File: src/design/block_rms_loudness_meter_defines.svh
// Assertion macros for the RMS loudness meter.
`ifndef BLOCK_RMS_LOUDNESS_METER_DEFINES_SVH
`define BLOCK_RMS_LOUDNESS_METER_DEFINES_SVH

// Checked at every rising edge outside reset.
`define BRLM_ASSERT(lbl, prop, msg) \
	lbl: assert property (@(posedge clk) disable iff (!arst_n) prop) else $error(msg);

// Checked at every rising edge, reset included.
`define BRLM_ASSERT_RST(lbl, prop, msg) \
	lbl: assert property (@(posedge clk) prop) else $error(msg);

`endif

File: src/design/brlm_pkg.sv
`timescale 1ns / 1ps

package brlm_pkg;

	localparam int unsigned MAX_SAMPLES_DEF = 1024;
	localparam int unsigned SQ_W = 31;
	localparam int unsigned LOUD_W = 16;
	localparam int unsigned COUNT_W = 11;
	localparam int unsigned ROOT_IN_W = 32;
	localparam logic [LOUD_W-1:0] LOUD_FULL = 16'h8000;

	localparam logic OP_SAMPLE = 1'b0;
	localparam logic OP_STOP = 1'b1;

	typedef struct packed {
		logic full;
		logic empty;
	} q_stat_t;

endpackage

File: src/design/brlm_in_if.sv
`timescale 1ns / 1ps

interface brlm_in_if;
	logic valid;
	logic ready;
	logic op;
	logic signed [15:0] sample;
	logic last;

	modport source(output valid, output op, output sample, output last, input ready);
	modport sink(input valid, input op, input sample, input last, output ready);
endinterface

File: src/design/brlm_out_if.sv
`timescale 1ns / 1ps

interface brlm_out_if;
	logic valid;
	logic ready;
	logic [brlm_pkg::LOUD_W-1:0] loudness;
	logic [brlm_pkg::COUNT_W-1:0] sample_count;

	modport source(output valid, output loudness, output sample_count, input ready);
	modport sink(input valid, input loudness, input sample_count, output ready);
endinterface

File: src/design/brlm_queue.sv
`timescale 1ns / 1ps

module brlm_queue #(
	parameter int unsigned W = 53
) (
	input  logic                clk,
	input  logic                arst_n,
	input  logic                push,
	input  logic [W-1:0]        wr_data,
	input  logic                pop,
	output logic [W-1:0]        rd_data,
	output brlm_pkg::q_stat_t   stat
);

	localparam int unsigned DEPTH = 2;
	localparam int unsigned PTR_W = 1;

	logic [W-1:0]       mem_q [DEPTH];
	logic [PTR_W-1:0]   wr_q;
	logic [PTR_W-1:0]   rd_q;
	logic [PTR_W:0]     fill_q;

	assign stat.full = (fill_q == (PTR_W+1)'(DEPTH));
	assign stat.empty = (fill_q == '0);
	assign rd_data = mem_q[rd_q];

	always_ff @(posedge clk) begin
		if (push) begin
			mem_q[wr_q] <= wr_data;
		end
	end

	always_ff @(posedge clk or negedge arst_n) begin
		if (!arst_n) begin
			wr_q <= '0;
			rd_q <= '0;
			fill_q <= '0;
		end else begin
			if (push) begin
				wr_q <= wr_q + 1'b1;
			end
			if (pop) begin
				rd_q <= rd_q + 1'b1;
			end
			if (push && !pop) begin
				fill_q <= fill_q + 1'b1;
			end else if (pop && !push) begin
				fill_q <= fill_q - 1'b1;
			end
		end
	end

endmodule

File: src/design/brlm_front.sv
`timescale 1ns / 1ps

module brlm_front #(
	parameter int unsigned MAX_SAMPLES = brlm_pkg::MAX_SAMPLES_DEF,
	parameter int unsigned CNT_W = 11,
	parameter int unsigned SUM_W = 41
) (
	input  logic                     clk,
	input  logic                     arst_n,
	brlm_in_if.sink                  audio,
	input  brlm_pkg::q_stat_t        qstat,
	output logic                     push,
	output logic [SUM_W+CNT_W:0]     job
);

	logic                          v_s1;
	logic                          op_s1;
	logic                          last_s1;
	logic signed [15:0]            smp_s1;
	logic                          v_s2;
	logic                          op_s2;
	logic                          last_s2;
	logic [brlm_pkg::SQ_W-1:0]     sq_s2;
	logic [SUM_W-1:0]              sum_q;
	logic [CNT_W-1:0]              cnt_q;

	logic                          take;
	logic                          adv_s1;
	logic                          adv_s2;
	logic                          close_s2;
	logic                          add;
	logic signed [31:0]            prod;
	logic [SUM_W-1:0]              sum_nx;
	logic [CNT_W-1:0]              cnt_nx;
	logic                          stop;

	assign close_s2 = (op_s2 == brlm_pkg::OP_STOP) || last_s2;
	assign adv_s2 = v_s2 && (!close_s2 || !qstat.full);
	assign adv_s1 = v_s1 && (!v_s2 || adv_s2);
	assign audio.ready = !v_s1 || adv_s1;
	assign take = audio.valid && audio.ready;

	assign prod = smp_s1 * smp_s1;

	assign add = (cnt_q < CNT_W'(MAX_SAMPLES));
	assign sum_nx = sum_q + (add ? SUM_W'(sq_s2) : '0);
	assign cnt_nx = cnt_q + CNT_W'(add);
	assign stop = (op_s2 == brlm_pkg::OP_STOP);

	assign push = adv_s2 && close_s2;
	assign job = {stop, stop ? '0 : sum_nx, stop ? '0 : cnt_nx};

	always_ff @(posedge clk) begin
		if (take) begin
			op_s1 <= audio.op;
			last_s1 <= audio.last;
			smp_s1 <= audio.sample;
		end
		if (adv_s1) begin
			op_s2 <= op_s1;
			last_s2 <= last_s1;
			sq_s2 <= prod[brlm_pkg::SQ_W-1:0];
		end
	end

	always_ff @(posedge clk or negedge arst_n) begin
		if (!arst_n) begin
			v_s1 <= 1'b0;
			v_s2 <= 1'b0;
			sum_q <= '0;
			cnt_q <= '0;
		end else begin
			if (take) begin
				v_s1 <= 1'b1;
			end else if (adv_s1) begin
				v_s1 <= 1'b0;
			end
			if (adv_s1) begin
				v_s2 <= 1'b1;
			end else if (adv_s2) begin
				v_s2 <= 1'b0;
			end
			if (adv_s2) begin
				if (close_s2) begin
					sum_q <= '0;
					cnt_q <= '0;
				end else begin
					sum_q <= sum_nx;
					cnt_q <= cnt_nx;
				end
			end
		end
	end

endmodule

File: src/design/brlm_back.sv
`timescale 1ns / 1ps

module brlm_back #(
	parameter int unsigned CNT_W = 11,
	parameter int unsigned SUM_W = 41
) (
	input  logic                     clk,
	input  logic                     arst_n,
	input  logic [SUM_W+CNT_W:0]     job,
	input  brlm_pkg::q_stat_t        qstat,
	output logic                     pop,
	brlm_out_if.source               level
);

	localparam int unsigned STEP_W = $clog2(SUM_W);
	localparam int unsigned RW = brlm_pkg::ROOT_IN_W;

	typedef enum logic [3:0] {
		S_IDLE = 4'b0001,
		S_DIV  = 4'b0010,
		S_SQRT = 4'b0100,
		S_DONE = 4'b1000
	} state_t;

	state_t                         state_q;
	logic [SUM_W-1:0]               quo_q;
	logic [CNT_W-1:0]               rem_q;
	logic [CNT_W-1:0]               div_q;
	logic [STEP_W-1:0]              step_q;
	logic [RW-1:0]                  v_q;
	logic [RW-1:0]                  root_q;
	logic [RW-1:0]                  bit_q;
	logic [CNT_W-1:0]               cnt_q;
	logic                           out_v_q;
	logic [brlm_pkg::LOUD_W-1:0]    loud_q;
	logic [brlm_pkg::COUNT_W-1:0]   count_q;

	logic                           j_zero;
	logic [SUM_W-1:0]               j_sum;
	logic [CNT_W-1:0]               j_cnt;
	logic [CNT_W:0]                 trial;
	logic [CNT_W:0]                 diff;
	logic                           ge;
	logic [SUM_W-1:0]               quo_nx;
	logic [SUM_W+RW-1:0]            quo_ext;
	logic [RW-1:0]                  root_bit;
	logic                           fits;
	logic [brlm_pkg::LOUD_W+1:0]    loud_w;
	logic [brlm_pkg::LOUD_W-1:0]    loud;
	logic [CNT_W+brlm_pkg::COUNT_W-1:0] cnt_ext;
	logic                           load_out;

	assign j_zero = job[SUM_W+CNT_W];
	assign j_sum = job[SUM_W+CNT_W-1:CNT_W];
	assign j_cnt = job[CNT_W-1:0];

	assign pop = (state_q == S_IDLE) && !qstat.empty;

	assign trial = {rem_q, quo_q[SUM_W-1]};
	assign diff = trial - {1'b0, div_q};
	assign ge = (trial >= {1'b0, div_q});
	assign quo_nx = {quo_q[SUM_W-2:0], ge};
	assign quo_ext = {{RW{1'b0}}, quo_nx};

	assign root_bit = root_q + bit_q;
	assign fits = (v_q >= root_bit);

	assign loud_w = {root_q[brlm_pkg::LOUD_W:0], 1'b0};
	assign loud = (loud_w > (brlm_pkg::LOUD_W+2)'(brlm_pkg::LOUD_FULL)) ?
		brlm_pkg::LOUD_FULL : loud_w[brlm_pkg::LOUD_W-1:0];
	assign cnt_ext = {{brlm_pkg::COUNT_W{1'b0}}, cnt_q};

	assign load_out = (state_q == S_DONE) && (!out_v_q || level.ready);

	assign level.valid = out_v_q;
	assign level.loudness = loud_q;
	assign level.sample_count = count_q;

	always_ff @(posedge clk) begin
		unique case (state_q)
			S_IDLE: begin
				if (pop) begin
					cnt_q <= j_zero ? '0 : j_cnt;
					root_q <= '0;
					quo_q <= j_sum;
					rem_q <= '0;
					div_q <= j_cnt;
					step_q <= STEP_W'(SUM_W - 1);
				end
			end
			S_DIV: begin
				rem_q <= ge ? diff[CNT_W-1:0] : trial[CNT_W-1:0];
				quo_q <= quo_nx;
				step_q <= step_q - 1'b1;
				v_q <= quo_ext[RW-1:0];
				root_q <= '0;
				bit_q <= RW'(1) << (RW - 2);
			end
			S_SQRT: begin
				if (fits) begin
					v_q <= v_q - root_bit;
					root_q <= (root_q >> 1) + bit_q;
				end else begin
					root_q <= root_q >> 1;
				end
				bit_q <= bit_q >> 2;
			end
			S_DONE: begin
				if (load_out) begin
					loud_q <= loud;
					count_q <= cnt_ext[brlm_pkg::COUNT_W-1:0];
				end
			end
			default: begin
			end
		endcase
	end

	always_ff @(posedge clk or negedge arst_n) begin
		if (!arst_n) begin
			state_q <= S_IDLE;
			out_v_q <= 1'b0;
		end else begin
			unique case (state_q)
				S_IDLE: begin
					if (pop) begin
						state_q <= (j_zero || (j_cnt == '0)) ? S_DONE : S_DIV;
					end
				end
				S_DIV: begin
					if (step_q == '0) begin
						state_q <= S_SQRT;
					end
				end
				S_SQRT: begin
					if (bit_q[0]) begin
						state_q <= S_DONE;
					end
				end
				S_DONE: begin
					if (load_out) begin
						state_q <= S_IDLE;
					end
				end
				default: begin
					state_q <= S_IDLE;
				end
			endcase
			if (load_out) begin
				out_v_q <= 1'b1;
			end else if (level.ready) begin
				out_v_q <= 1'b0;
			end
		end
	end

endmodule

File: src/design/block_rms_loudness_meter.sv
`timescale 1ns / 1ps
`include "block_rms_loudness_meter_defines.svh"

// The meter takes one audio word per clock cycle and folds its square into the running
// chunk sums, so words that do not close a chunk never cause a wait. A word that closes a
// chunk, or a stop word, hands the sums to a two-entry queue; for a result with samples,
// the back end runs a one-bit-per-cycle divider over the SUM_W-bit sum, then a square
// root, and it pops a new result from the queue only once it has handed the last one on.
// Input stalls only when a third chunk closes while two results still wait in the queue.
module block_rms_loudness_meter #(
	parameter int unsigned MAX_SAMPLES = brlm_pkg::MAX_SAMPLES_DEF
) (
	input  logic        clk,
	input  logic        arst_n,
	brlm_in_if.sink     audio,
	brlm_out_if.source  level
);

	localparam int unsigned CNT_W = $clog2(MAX_SAMPLES + 1);
	localparam int unsigned SUM_W = CNT_W + brlm_pkg::SQ_W - 1;
	localparam int unsigned JOB_W = SUM_W + CNT_W + 1;

	logic                 push;
	logic                 pop;
	logic [JOB_W-1:0]     job_in;
	logic [JOB_W-1:0]     job_out;
	brlm_pkg::q_stat_t    qstat;

	brlm_front #(
		.MAX_SAMPLES(MAX_SAMPLES),
		.CNT_W(CNT_W),
		.SUM_W(SUM_W)
	) u_front (
		.clk(clk),
		.arst_n(arst_n),
		.audio(audio),
		.qstat(qstat),
		.push(push),
		.job(job_in)
	);

	brlm_queue #(
		.W(JOB_W)
	) u_queue (
		.clk(clk),
		.arst_n(arst_n),
		.push(push),
		.wr_data(job_in),
		.pop(pop),
		.rd_data(job_out),
		.stat(qstat)
	);

	brlm_back #(
		.CNT_W(CNT_W),
		.SUM_W(SUM_W)
	) u_back (
		.clk(clk),
		.arst_n(arst_n),
		.job(job_out),
		.qstat(qstat),
		.pop(pop),
		.level(level)
	);

	`BRLM_ASSERT(a_queue_no_overflow, push |-> !qstat.full, "Chunk result pushed into a full queue.")
	`BRLM_ASSERT(a_queue_no_underflow, pop |-> !qstat.empty, "Back end popped an empty queue.")
	`BRLM_ASSERT(a_loudness_range, level.valid |-> (level.loudness <= brlm_pkg::LOUD_FULL), "Loudness above full scale.")
	`BRLM_ASSERT_RST(a_reset_quiet, !arst_n |-> !level.valid, "Output word valid during reset.")

endmodule
File: src/flat_wrapper.sv
// flat-port wrapper written by rule: the top's interface ports become plain ports
module block_rms_loudness_meter_flat 
#(
	parameter int unsigned MAX_SAMPLES = brlm_pkg::MAX_SAMPLES_DEF
)
  (clk, arst_n, audio_valid, audio_op, audio_sample, audio_last, audio_ready, level_valid, level_loudness, level_sample_count, level_ready);
  brlm_in_if audio_i ();
  brlm_out_if level_i ();
  input  logic clk;
  input  logic arst_n;
  input wire logic [$bits(audio_i.valid)-1:0] audio_valid;
  input wire logic [$bits(audio_i.op)-1:0] audio_op;
  input wire logic [$bits(audio_i.sample)-1:0] audio_sample;
  input wire logic [$bits(audio_i.last)-1:0] audio_last;
  output wire logic [$bits(audio_i.ready)-1:0] audio_ready;
  output wire logic [$bits(level_i.valid)-1:0] level_valid;
  output wire logic [$bits(level_i.loudness)-1:0] level_loudness;
  output wire logic [$bits(level_i.sample_count)-1:0] level_sample_count;
  input wire logic [$bits(level_i.ready)-1:0] level_ready;
  assign audio_i.valid = audio_valid;
  assign audio_i.op = audio_op;
  assign audio_i.sample = audio_sample;
  assign audio_i.last = audio_last;
  assign audio_ready = audio_i.ready;
  assign level_valid = level_i.valid;
  assign level_loudness = level_i.loudness;
  assign level_sample_count = level_i.sample_count;
  assign level_i.ready = level_ready;
  block_rms_loudness_meter #(.MAX_SAMPLES(MAX_SAMPLES)) u_core (.clk(clk), .arst_n(arst_n), .audio(audio_i), .level(level_i));
endmodule
File: config.mk
export PLATFORM = sky130hd
export DESIGN_NAME = block_rms_loudness_meter_flat
export DESIGN_NICKNAME = d
export VERILOG_FILES = /design/src/design/brlm_pkg.sv /design/src/design/brlm_in_if.sv /design/src/design/brlm_out_if.sv /design/src/design/brlm_queue.sv /design/src/design/brlm_front.sv /design/src/design/brlm_back.sv /design/src/design/block_rms_loudness_meter.sv /design/src/flat_wrapper.sv
export VERILOG_INCLUDE_DIRS = /design/src /design/src/design
export SDC_FILE = /design/constraint.sdc
export NUM_CORES = 1
export LEC_CHECK = 0
export BUFFER_PORTS_ARGS = -buffer_cell sky130_fd_sc_hd__buf_2
export CORE_ASPECT_RATIO = 1.25
export CORE_MARGIN = 2
export CORE_UTILIZATION = 60
export CTS_BUF_LIST = sky130_fd_sc_hd__clkbuf_4 sky130_fd_sc_hd__clkbuf_8
export DETAILED_ROUTE_END_ITERATION = 16
export GPL_ROUTABILITY_DRIVEN = 0
export GPL_TIMING_DRIVEN = 0
export PLACE_DENSITY = 0.8
export SETUP_SLACK_MARGIN = 0.5
export SYNTH_ARGS = -nofsm -noshare
export SYNTH_HDL_FRONTEND = slang
export SYNTH_SLANG_ARGS = --single-unit
File: constraint.sdc
create_clock -name clk -period 8.1 [get_ports clk]
set_input_delay 0.81 -clock clk [delete_from_list [all_inputs] [get_ports clk]]
set_output_delay 0.81 -clock clk [all_outputs]
set_load 0.01 [all_outputs]
# After elaboration in Yosys (flattened, before gate mapping)
# Memories as Yosys holds them, arrays and structs flattened.
# Index checks and enable logic that the tools add are counted.
# W data, S select, Z words.
[totals]
register_bits = 317
mem_bits_rw = 106
inputBits = 22
n_memories = 1
[op_classes]
n_addsub = 11
n_mul = 1
order_cmp = 4
n_eq_ne = 10
mux = 34
n_reduce_logical = 38
[mem_list]
columns = ["memory", "words", "width", "read_ports", "rd_clocked_by_memory_dff", "wr", "line", "source"]
rows = [
  ["u_core.u_queue.mem_q", 2, 53, 1, 0, 1, "brlm_queue.sv:18", "logic [W-1:0] mem_q [DEPTH];"],
]
[ops]
columns = ["operator", "count"]
rows = [
  ["$pmux W32 S2", 2],
  ["$mux W41", 3],
  ["$mux W32", 3],
  ["$pmux W32 S3", 1],
  ["$pmux W41 S2", 1],
  ["$mux W11", 4],
  ["$add A41 B31 Y41", 1],
  ["$add A31 B32 Y32", 1],
  ["$add A32 B32 Y32", 1],
  ["$ge A32 B32 Y1", 1],
  ["$sub A32 B32 Y32", 1],
  ["$mul A16 B16 Y31", 1],
  ["$mux W31", 1],
  ["$pmux W11 S2", 1],
  ["$mux W4", 5],
  ["$gt A18 B16 Y1 const B", 1],
  ["$pmux W4 S4", 1],
  ["$ge A12 B11 Y1", 1],
  ["$pmux W6 S2", 1],
  ["$reduce_bool A2 Y1", 6],
  ["$add A11 B1 Y11", 1],
  ["$logic_not A11 Y1", 1],
  ["$lt A11 B11 Y1 const B", 1],
  ["$sub A11 B11 Y11", 1],
  ["22 further kinds", 57],
]

# Logic depth before layout (Yosys ltp)
[logic_depth]
ltp_word = 9
ltp_mapped = 25

# Cells and area by module
# Synthesis repeated with hierarchy kept, for this count alone.
[hier_totals]
cells_unflattened = 3026
area_unflattened_um2 = 31248.7
[modules_own_cells]
columns = ["mod", "n_inst", "cells_per_inst", "area_each_um2", "seq_area_each_um2"]
rows = [
  ["brlm_front", 1, 1645, 15067.0, 2852.7],
  ["brlm_back", 1, 1200, 11920.2, 5711.7],
  ["brlm_queue", 1, 181, 4261.6, 3283.1],
]

# Worst setup path before layout
# Ideal clock, no wire load.
[synth_path]
kind = "register -> register"
start = "register u_core.u_back.root_q[2]"
end = "register u_core.u_back.v_q[0] (enable)"
setup_ns = 0.466
arrival_time_ns = 6.206
required_ns = 7.634
setup_slack_ns = 1.428
stages_incl_launch_ff = 20
synth_period_minus_slack_ns = 6.672
path_cell_list = "edfxtp_1 -> ha_1 -> a31oi_1 -> o21bai_1 -> a31o_2 -> a31oi_4 -> o31ai_2 -> a311o_1 -> a31oi_1 -> xor2_1 -> ha_1 -> a21o_1 -> a21o_1 -> a21oi_1 -> o21ai_0 -> o21ai_0 -> a21oi_4 -> nor2_1 -> clkbuf_1 -> o21ai_0"
[synth_via]
elab_chain_cells = 4
[synth_lines]
columns = ["element", "line", "source"]
rows = [
  ["start: declaration", "brlm_back.sv:31", "logic [RW-1:0] root_q;"],
  ["start signal: assignment", "brlm_back.sv:102", "root_q <= (root_q >> 1) + bit_q;"],
  ["start signal: assignment", "brlm_back.sv:104", "root_q <= root_q >> 1;"],
  ["$add A32 B32 Y32", "brlm_back.sv:65", "assign root_bit = root_q + bit_q;"],
  ["$ge A32 B32 Y1", "brlm_back.sv:66", "assign fits = (v_q >= root_bit);"],
  ["$ne A2 B2 Y1 (no source line)", "n/a", ""],
  ["$reduce_and A2 Y1 (no source line)", "n/a", ""],
  ["end signal: assignment", "brlm_back.sv:95", "v_q <= quo_ext[RW-1:0];"],
  ["end signal: assignment", "brlm_back.sv:101", "v_q <= v_q - root_bit;"],
  ["end: declaration", "brlm_back.sv:30", "logic [RW-1:0] v_q;"],
]
# No other way between the ends.
# A chain may end at the register's enable or synchronous reset.

# Worst setup path in the final report
[layout_path]
start = "register u_core.u_front.smp_s1[4]"
end = "register u_core.u_front.sq_s2[30] (netlist name), data pin"
[layout_via]
elab_chain_cells = 1
[layout_lines]
columns = ["element", "line", "source"]
rows = [
  ["start: declaration", "brlm_front.sv:19", "logic signed [15:0] smp_s1;"],
  ["start signal: assignment", "brlm_front.sv:57", "smp_s1 <= audio.sample;"],
  ["$mul A16 B16 Y31", "brlm_front.sv:43", "assign prod = smp_s1 * smp_s1;"],
  ["via u_core.u_front.prod[30]", "brlm_front.sv:32", "logic signed [31:0] prod;"],
  ["end signal: assignment", "brlm_front.sv:62", "sq_s2 <= prod[brlm_pkg::SQ_W-1:0];"],
  ["end: declaration", "brlm_front.sv:23", "logic [brlm_pkg::SQ_W-1:0] sq_s2;"],
]
# The timed path passes the listed nets, and every way through them passes these cells.

==> results by group <==
Status
  – Outcome: completed

Setup path
  – Critical Path Slowest Stage Cell: fa_1
  – CP max FO: 10
  – Cells along the critical path: clkbuf_1 > clkbuf_1 > nand2_1 > fa_1 > inv_1 > fa_1 > fa_1 > fa_1 > fa_1 > inv_1 > fa_1 > inv_1 > ha_1 > nand4_1 > nor3_1 > a31oi_1 > a31oi_1 > a311oi_2 > a21oi_1 > a221o_1 > a21oi_1 > xnor2_1
  – Crit path required time: 8.47 ns
  – Critical path type: reg2reg
  – Worst path top cell family by delay: adder cells
  – Critical Path Max Stage Delay: 0.55 ns
  – Crit path DAT: between 7 and 8 ns
  – CP Launch Type: register
  – Critical Path Sink Type: register
  – Most used cell, CP: fa_1
  – Worst path bufs/invs: 5

Placed design
  – Dpl cell area: about 32000 µm²
  – HPWL Detailed: roughly 52000 µm
  – I/O Buffers: 49

Synth
  – Seq/Total Area, Yosys: approximately 39%
  – Ys async rst share: between 10% and 20%
  – Ys flop type: edfxtp_1
  – Synth Instances: a little under 3000
  – Mean area per synthesized cell: between 10 and 15 µm²
  – #FFs+latches synth: 405
  – Yosys cell types: 86
  – Number of flops mapped to enable cells by yosys: around 340
  – Synthesized area: ~30000 µm²
  – Syn. warnings: 0

Floorplanning
  – Io pins: between 50 and 60
  – Die height: around 260 µm
  – Placeable Area: between 50000 and 60000 µm²
  – Row count: 92
  – Die area: around 52000 µm²
  – Starting density of the core: about three fifths
  – Die width: 205 µm

STA
  – Final period util: slightly above 90%
  – Slew Limit Headroom: 19.1%
  – Tmin final: 7.44 ns
  – Final hold vios: 0
  – Achievable frequency: ~0.13 GHz
  – Final setup fails: 0
  – Worst slew pin tran: 1.20 ns
  – Max-slew violations: 0
  – Setup Skew: between 0.04 and 0.05 ns
  – RSZ-0062 raised after global routing: false

Layout
  – Area growth from synthesis to final layout: 8.71%
  – Final-layout fill cell count: roughly 3800
  – Share of cells above drive strength 1: a little under 8%
  – Nets@finish: about 3500
  – Design Area, Final: 33000 µm²

CTS
  – CTS H-Tree Depth: 3
  – Root Driver: clkbuf_8
  – Clock Latency Late Sink: 0.67 ns
  – Hold_buf cts: 0
  – Longest Clk Path Bufs: 3
  – CTS tree: built
  – CTS Buf Count: 66
  – Clk sinks: roughly 400
  – Worst-path clk slew: around 0.07 ns

Detailed routing
  – DRC violations left: 0
  – Post-Route WL: between 60000 and 70000 µm
  – Post-route ant nets: 0
  – DR vias/cell: 5.74
  – Vias: roughly 22000
  – Drt initial violations: between 1000 and 1500
  – Wirelength per Cell: ~18 µm
  – DR pass1 iterations: 5

Global routing
  – Initial antenna violation count: 1
  – Pin count of the biggest net entering global routing: 64
  – Gr usage total: between 20% and 30%
  – Vias in the first global route: 22946
  – First-pass GRT wire length: between 100000 and 150000 µm
  – Residual overflow from global routing: 0

Min path
  – Hold/Removal Path Class: in2async

Job
  – Max-cap viol count: 0
## cells in the mapped netlist, types with 33 or more instances
master    number  share of area, %
a21o_1        51               1.3
a21oi_1      107               1.8
a31oi_1       33              0.68
and2_1        73               1.5
clkbuf_1      83               1.0
dfrtp_1       62               5.1
edfxtp_1     342                34
fa_1         232                15
ha_1         198               8.2
inv_1        399               4.9
mux2i_1       63               2.1
nand2_1      284               3.5
nand3_1       35              0.58
nor2_1       209               2.6
nor2b_1       57               1.2
o21ai_0      183               3.0
xnor2_1      105               3.0
xor2_1        73               2.1
## layout make-up
class	count	area, µm²	share of cell area, %
clock inverters	22	206	0.626
repair buffers	57	368	1.12
clock buffers	98	1190	3.62
flip-flops and latches	405	11800	35.9
diodes	1	2.50	0.00759
multi-input cells	2018	16600	50.4
inverters	401	1510	4.58
plain buffers	98	395	1.20
well taps	658	823	2.50
## metal layers
| layer | wire length (µm) | GRT usage (%) |
|---|---|---|
| met1 | 24400 | 28.7 |
| met5 | 0 | 0 |
| met3 | 3240 | 3.49 |
| met4 | 3830 | 16.1 |
| met2 | 34900 | 47.2 |
## cells in the final DEF (no fill, tap or decap), types with 7 or more instances in the layout
cell and instances:
o21ai_1 8, a21o_1 51, a211oi_1 28, or4_1 8, dfrtp_1 62, nor2_1 208
clkbuf_4 25, buf_1 7, nor2b_1 56, nand2_1 283, a21oi_1 107, a31oi_1 33
buf_2 53, clkbuf_8 73, nand4_1 18, nor3_1 23, a31o_2 16, xnor2_1 105
clkbuf_1 78, edfxtp_1 342, and3_1 23, mux2i_1 63, fa_1 232, o211ai_1 15
ha_1 198, nand2b_1 23, o31ai_1 13, and2_1 72, nand3_1 35, o21a_1 8
clkinv_2 9, inv_1 399, o21ai_0 182, xor2_1 73, o21bai_1 17
## worst reg2reg max path: stages (launching register included)
cell	delay, ns
edfxtp_1	0.37
clkbuf_1	0.46
clkbuf_1	0.52
nand2_1	0.16
fa_1	0.55
inv_1	0.07
fa_1	0.55
fa_1	0.43
fa_1	0.46
fa_1	0.48
inv_1	0.05
fa_1	0.48
inv_1	0.04
ha_1	0.34
nand4_1	0.25
nor3_1	0.11
a31oi_1	0.38
a31oi_1	0.25
a311oi_2	0.38
a21oi_1	0.20
a221o_1	0.34
a21oi_1	0.17
xnor2_1	0.11
## cell families (layout without fill, tap and decap cells)
kind of cell	after synthesis	after routing	share of synthesized area [%]
xor+xnor	178	178	5.14
mux	66	66	2.19
flops	405	405	39.1
compound gates	543	543	11.5
fa+ha+maj	430	430	23.5
other cells	1	4	0.0124
buf+inv	499	676	6.25
simple gates	798	798	12.4
## final timing paths
kind,startpoint,depth (start not counted),slack (ns),endpoint
min,arst_n,1,0.27,u_core.u_front.sum_q[35]$_DFFE_PN0P_
min reg2reg,u_core.u_back.cnt_q[6]$_SDFFCE_PP0P_,0,0.42,u_core.u_back.level.sample_count[6]$_DFFE_PP_
max reg2reg,u_core.u_front.smp_s1[4]$_DFFE_PP_,22,0.66,u_core.u_front.sq_s2[30]$_DFFE_PP_
max,u_core.u_front.smp_s1[4]$_DFFE_PP_,22,0.66,u_core.u_front.sq_s2[30]$_DFFE_PP_
max in group asynchronous,arst_n,1,7.28,u_core.u_front.sum_q[27]$_DFFE_PN0P_
min in group clk,audio_sample[1],1,0.31,u_core.u_front.smp_s1[1]$_DFFE_PP_
## sequential cells by signal, summed over array words and instances (netlist names), 15 cells and up
signal,flops
u_core.u_back.level.loudness,15
u_core.u_back.root_q,32
u_core.u_back.quo_q,41
u_core.u_back.v_q,32
u_core.u_front.sum_q,41
u_core.u_front.sq_s2,30
u_core.u_front.smp_s1,16
u_core.u_back.bit_q,16
u_core.u_queue.mem_q,106
## per-stage QoR
step                util, %  hold slack (ns)  TNS, ns  setup WS [ns]  cells
global placement       62.6            0.401   -25.65         -0.806   3629
global route           65.7            0.308        0          0.501   3758
detailed placement     62.9            0.405        0          0.588   3637
CTS                    65.7            0.239        0          0.552   3757
finish                 65.7            0.266        0          0.657   3758
floorplan                 -            0.400        0           1.43   2922
## timing repair
action                                  in CTS  in global routing
endpoints found under the setup margin       0                  2
setup buffers                                0                  0
resized for setup                            0                 11
Power is not shown: default switching activity piles up to over one toggle a cycle in this logic, so the estimate is an artifact.
